==> src/tabl_pkg.sv <==
// Shared types and constants for the timed address blocklist.
package tabl_pkg;

    localparam int TIME_W = 48;
    localparam logic [TIME_W-1:0] TIME_MAX = '1;

    // action codes
    localparam logic [2:0] ACT_BLOCK_PERM  = 3'd0;
    localparam logic [2:0] ACT_BLOCK_TIMED = 3'd1;
    localparam logic [2:0] ACT_UNBLOCK     = 3'd2;
    localparam logic [2:0] ACT_QUERY       = 3'd3;
    localparam logic [2:0] ACT_SWEEP       = 3'd4;
    localparam logic [2:0] ACT_TICK        = 3'd5;

    // status codes
    localparam logic [1:0] STS_OK        = 2'd0;
    localparam logic [1:0] STS_NOT_FOUND = 2'd1;
    localparam logic [1:0] STS_FULL      = 2'd2;

    typedef struct packed {
        logic [2:0]  action;
        logic [31:0] client_ip;
        logic [15:0] client_port;
        logic [31:0] block_ticks;
    } t_in_beat;

    typedef struct packed {
        logic       blocked;
        logic [1:0] status;
        logic [6:0] removed_count;
        logic [6:0] entry_count;
    } t_out_beat;

    typedef struct packed {
        logic              valid;
        logic              permanent;
        logic [31:0]       address;
        logic [15:0]       port_number;
        logic [TIME_W-1:0] expiry;
    } t_entry;

    typedef struct packed {
        logic hit;
        logic free;
        logic expired;
    } t_cmp;

    typedef enum logic [1:0] {
        FSM_CLEAR,
        FSM_IDLE,
        FSM_SCAN,
        FSM_WRITE
    } t_state;

endpackage

==> src/tabl_cmp.sv <==
// Shared compare unit: key match, free slot and expiry test for one entry.
module tabl_cmp (
    input  tabl_pkg::t_entry               i_entry,
    input  logic [31:0]                    i_ip,
    input  logic [15:0]                    i_port,
    input  logic [tabl_pkg::TIME_W-1:0]    i_now,
    output tabl_pkg::t_cmp                 o_cmp
);

    always_comb begin
        o_cmp.hit     = i_entry.valid && (i_entry.address == i_ip)
                        && (i_entry.port_number == i_port);
        o_cmp.free    = !i_entry.valid;
        o_cmp.expired = i_entry.valid && !i_entry.permanent && (i_now >= i_entry.expiry);
    end

endmodule

==> config.mk <==
export PLATFORM = sky130hd
export DESIGN_NAME = tabl_cmp
export DESIGN_NICKNAME = d
export VERILOG_FILES = /design/src/tabl_pkg.sv /design/src/tabl_cmp.sv
export SDC_FILE = /design/constraint.sdc
export NUM_CORES = 1
export LEC_CHECK = 0
export BUFFER_PORTS_ARGS = -buffer_cell sky130_fd_sc_hd__buf_4
export CORE_MARGIN = 3
export CORE_UTILIZATION = 36
export DETAILED_ROUTE_END_ITERATION = 6
export PLACE_DENSITY = 0.95
export SETUP_SLACK_MARGIN = 0.02
export SLEW_MARGIN = 20
export SYNTH_ARGS = -nofsm -noshare
export SYNTH_HDL_FRONTEND = slang
export SYNTH_SLANG_ARGS = --single-unit
==> constraint.sdc <==
create_clock -name vclk -period 2
set_input_delay 0.1 -clock vclk [all_inputs]
set_output_delay 0.1 -clock vclk [all_outputs]
set_load 0.02 [all_outputs]
==> impl_metrics.csv <==
group,metric,value,unit
logic_synthesis,synthesis.nets,484,
routing,dr_wl_met3,591,µm
routing,postRouteAntennaNets,0,
routing,wl_met1,2.49,mm
logic_synthesis,synth_xor_area_frac,0.210,
floorplanning,core-area,4530,µm²
setup_path,critical_path_class,"in2out",
logic_synthesis,yosysWarningCount,0,
placement,port_buffers,197,
placement,gp_congestion,0.921,
global_routing,grt_overflow_total,0,
floorplanning,rows,24,
flow_run,max-cap-violations,0,
setup_path,cp_cell_sequence,"buf_4 -> inv_1 -> ha_1 -> nand4_1 -> nor4_2 -> a21oi_2 -> o21ai_1 -> a31oi_1 -> o21ai_1 -> buf_4",
global_routing,grt_max_degree,4,
sta,final_hold_viol_count,0,
routing,wl_per_cell,14.5,µm
final_layout,nets,683,
final_layout,fillers,325,
global_routing,grt_pass1_vias,2601,
routing,vias,2427,
sta,setup_violations,0,
final_layout,final_cell_mix,"buf_4 (197), inv_1 (56), ha_1 (48)",
sta,slew_headroom,0.712,
floorplanning,io_pins,197,
floorplanning,die_area,5740,µm²
routing,vias_per_cell,4.82,
final_layout,diodes,0,
logic_synthesis,synthAdderAreaFrac,0.343,
logic_synthesis,ys_seq_area_frac,0,
routing,wirelength,7.29,mm
clock_tree,cts_setup_buffers,0,
power,vdd_drop_max,0.000119,V
placement,post-place-ws,0.164,ns
sta,fin_crit_sh,0.917,
routing,drt-pass1-iter-count,4,
global_routing,grt.total_usage,0.241,
logic_synthesis,synth.distinct_cells,29,
setup_path,cp_slowest_cell,"nor4_2",
final_layout,seq_cells,0,
final_layout,seqCellArea,0,µm²
setup_path,crit_path_end_kind,"primary output",
final_layout,multi_input_area,1550,µm²
logic_synthesis,synth_top_family_by_area,"adder cells",
setup_path,cp_data_arrival_time,1.73,ns
logic_synthesis,avgSynthCellArea,7.24,µm²
power,finalPower,635,µW
floorplanning,die_w,75.8,µm
sta,fmax,545,MHz
routing,drtIter0Drc,42,
setup_path,crit_buf_inv,3,
hold_path,hp-class,"in2out",
sta,tightest_slew,0.429,ns
floorplanning,die_h,75.8,µm
power,leakage,0.00191,µW
logic_synthesis,synth_mux_area_frac,0,
global_routing,antenna_found_initial,0,
outcome,outcome,"finished, final reports clean",
logic_synthesis,yosys.area_share.simple,0.170,
sta,setup_ws,0.165,ns
setup_path,crit_family,"compound AO/OA/AOI/OAI gates",
setup_path,max_stage_delay,0.37,ns
logic_synthesis,synth_compound_gate_area_share,0.157,
final_layout,utilization,0.733,
sta,period_needed,1.83,ns
routing,met2RoutedLength,3.98,mm
final_layout,drive_above_1_share,0.465,
logic_synthesis,netlist_area,1750,µm²
sta,final_max_slew_viol_count,0,
placement,dp.cells,504,
final_layout,nClkBuffers,0,
setup_path,crit_fanout,3,
final_layout,final_area,3320,µm²
global_routing,grt_first_pass_wirelength,10.8,mm
routing,top_layer_used,"met4",
power,powerDensity,191,nW/µm²
placement,hpwlAfterDp,6.92,mm
setup_path,crit_required,1.90,ns
placement,placed_area,3310,µm²
floorplanning,start_util,0.386,
final_layout,area_growth,89.6,%
final_layout,stdcell_count,504,
setup_path,start_kind,"input pin",
logic_synthesis,syn-instance-count,242,
routing,post-route-drc-count,0,
final_layout,mostFrequentLayoutCell,"buf_4",
==> through the flow <==
step / TNS (ns) / hold WS, ns
2_1_floorplan: 0 / 0.284
3_3_place_gp: 0 / 0.487
3_5_place_dp: 0 / 0.485
4_1_cts: 0 / 0.485
5_1_grt: -0.0102 / 0.503
6_report: 0 / 0.487
==> power breakdown <==
group	internal [µW]	total, µW	switching [µW]	leakage, µW
clock	0	0	0	0
sequential	0	0	0	0
combinational	396	635	239	0.00191
total	396	635	239	0.00191
==> kinds of logic after synthesis <==
kind of cell             Yosys count
XOR/XNOR                          42
AO/OA/AOI/OAI                     43
adder cells (fa/ha/maj)           48
AND/OR/NAND/NOR                   53
buffers and inverters             56
==> worst min-delay path: cells and delay by family <==
kind / cells / cell delay [ns]
buf+inv: 3 / 0.29
==> cell type report <==
class / count / share of cell area
multi-input combinational: 186 / 0.467
inverter: 56 / 0.0633
tap: 65 / 0.0245
timing repair buffer: 197 / 0.445
==> final timing paths <==
path                    start  endpoint  cells after the start
setup / recovery   i_entry[7]  o_cmp[0]                     10
hold / removal    i_entry[97]  o_cmp[1]                      3
==> what timing repair did <==
action | CTS | global route
hold buffers | 0 | 0
endpoints found under the setup margin | 0 | 1
gates resized for setup | 0 | 2
==> synth_stat cells, drive strengths merged <==
library cell | number | area, µm²
inv | 56 | 210
ha | 48 | 601
xor2 | 22 | 193
xnor2 | 20 | 175
a21oi | 18 | 90.1
nand2 | 15 | 56.3
nand4 | 14 | 93.8
nor4 | 10 | 68.8
o21ai | 8 | 40.0
a221oi | 5 | 50.0
nor2 | 5 | 18.8
nand3 | 4 | 20.0
a21o | 2 | 15.0
nor3 | 2 | 10.0
o211ai | 2 | 15.0
o2bb2ai | 2 | 17.5
a2111o | 1 | 11.3
a211oi | 1 | 7.51
a31oi | 1 | 6.26
and3 | 1 | 6.26
and4 | 1 | 10.0
nand2b | 1 | 13.8
o2111ai | 1 | 8.76
o21bai | 1 | 7.51
o22ai | 1 | 6.26
==> layer usage <==
metal | track usage | vias up
met1 | 0.244 | 1051
met4 | 0.0796 | 0
met3 | 0.0383 | 22
met5 | 0 | -
li1 | - | 1236
met2 | 0.487 | 118
Note: power is estimated with default switching activity, not from simulation.
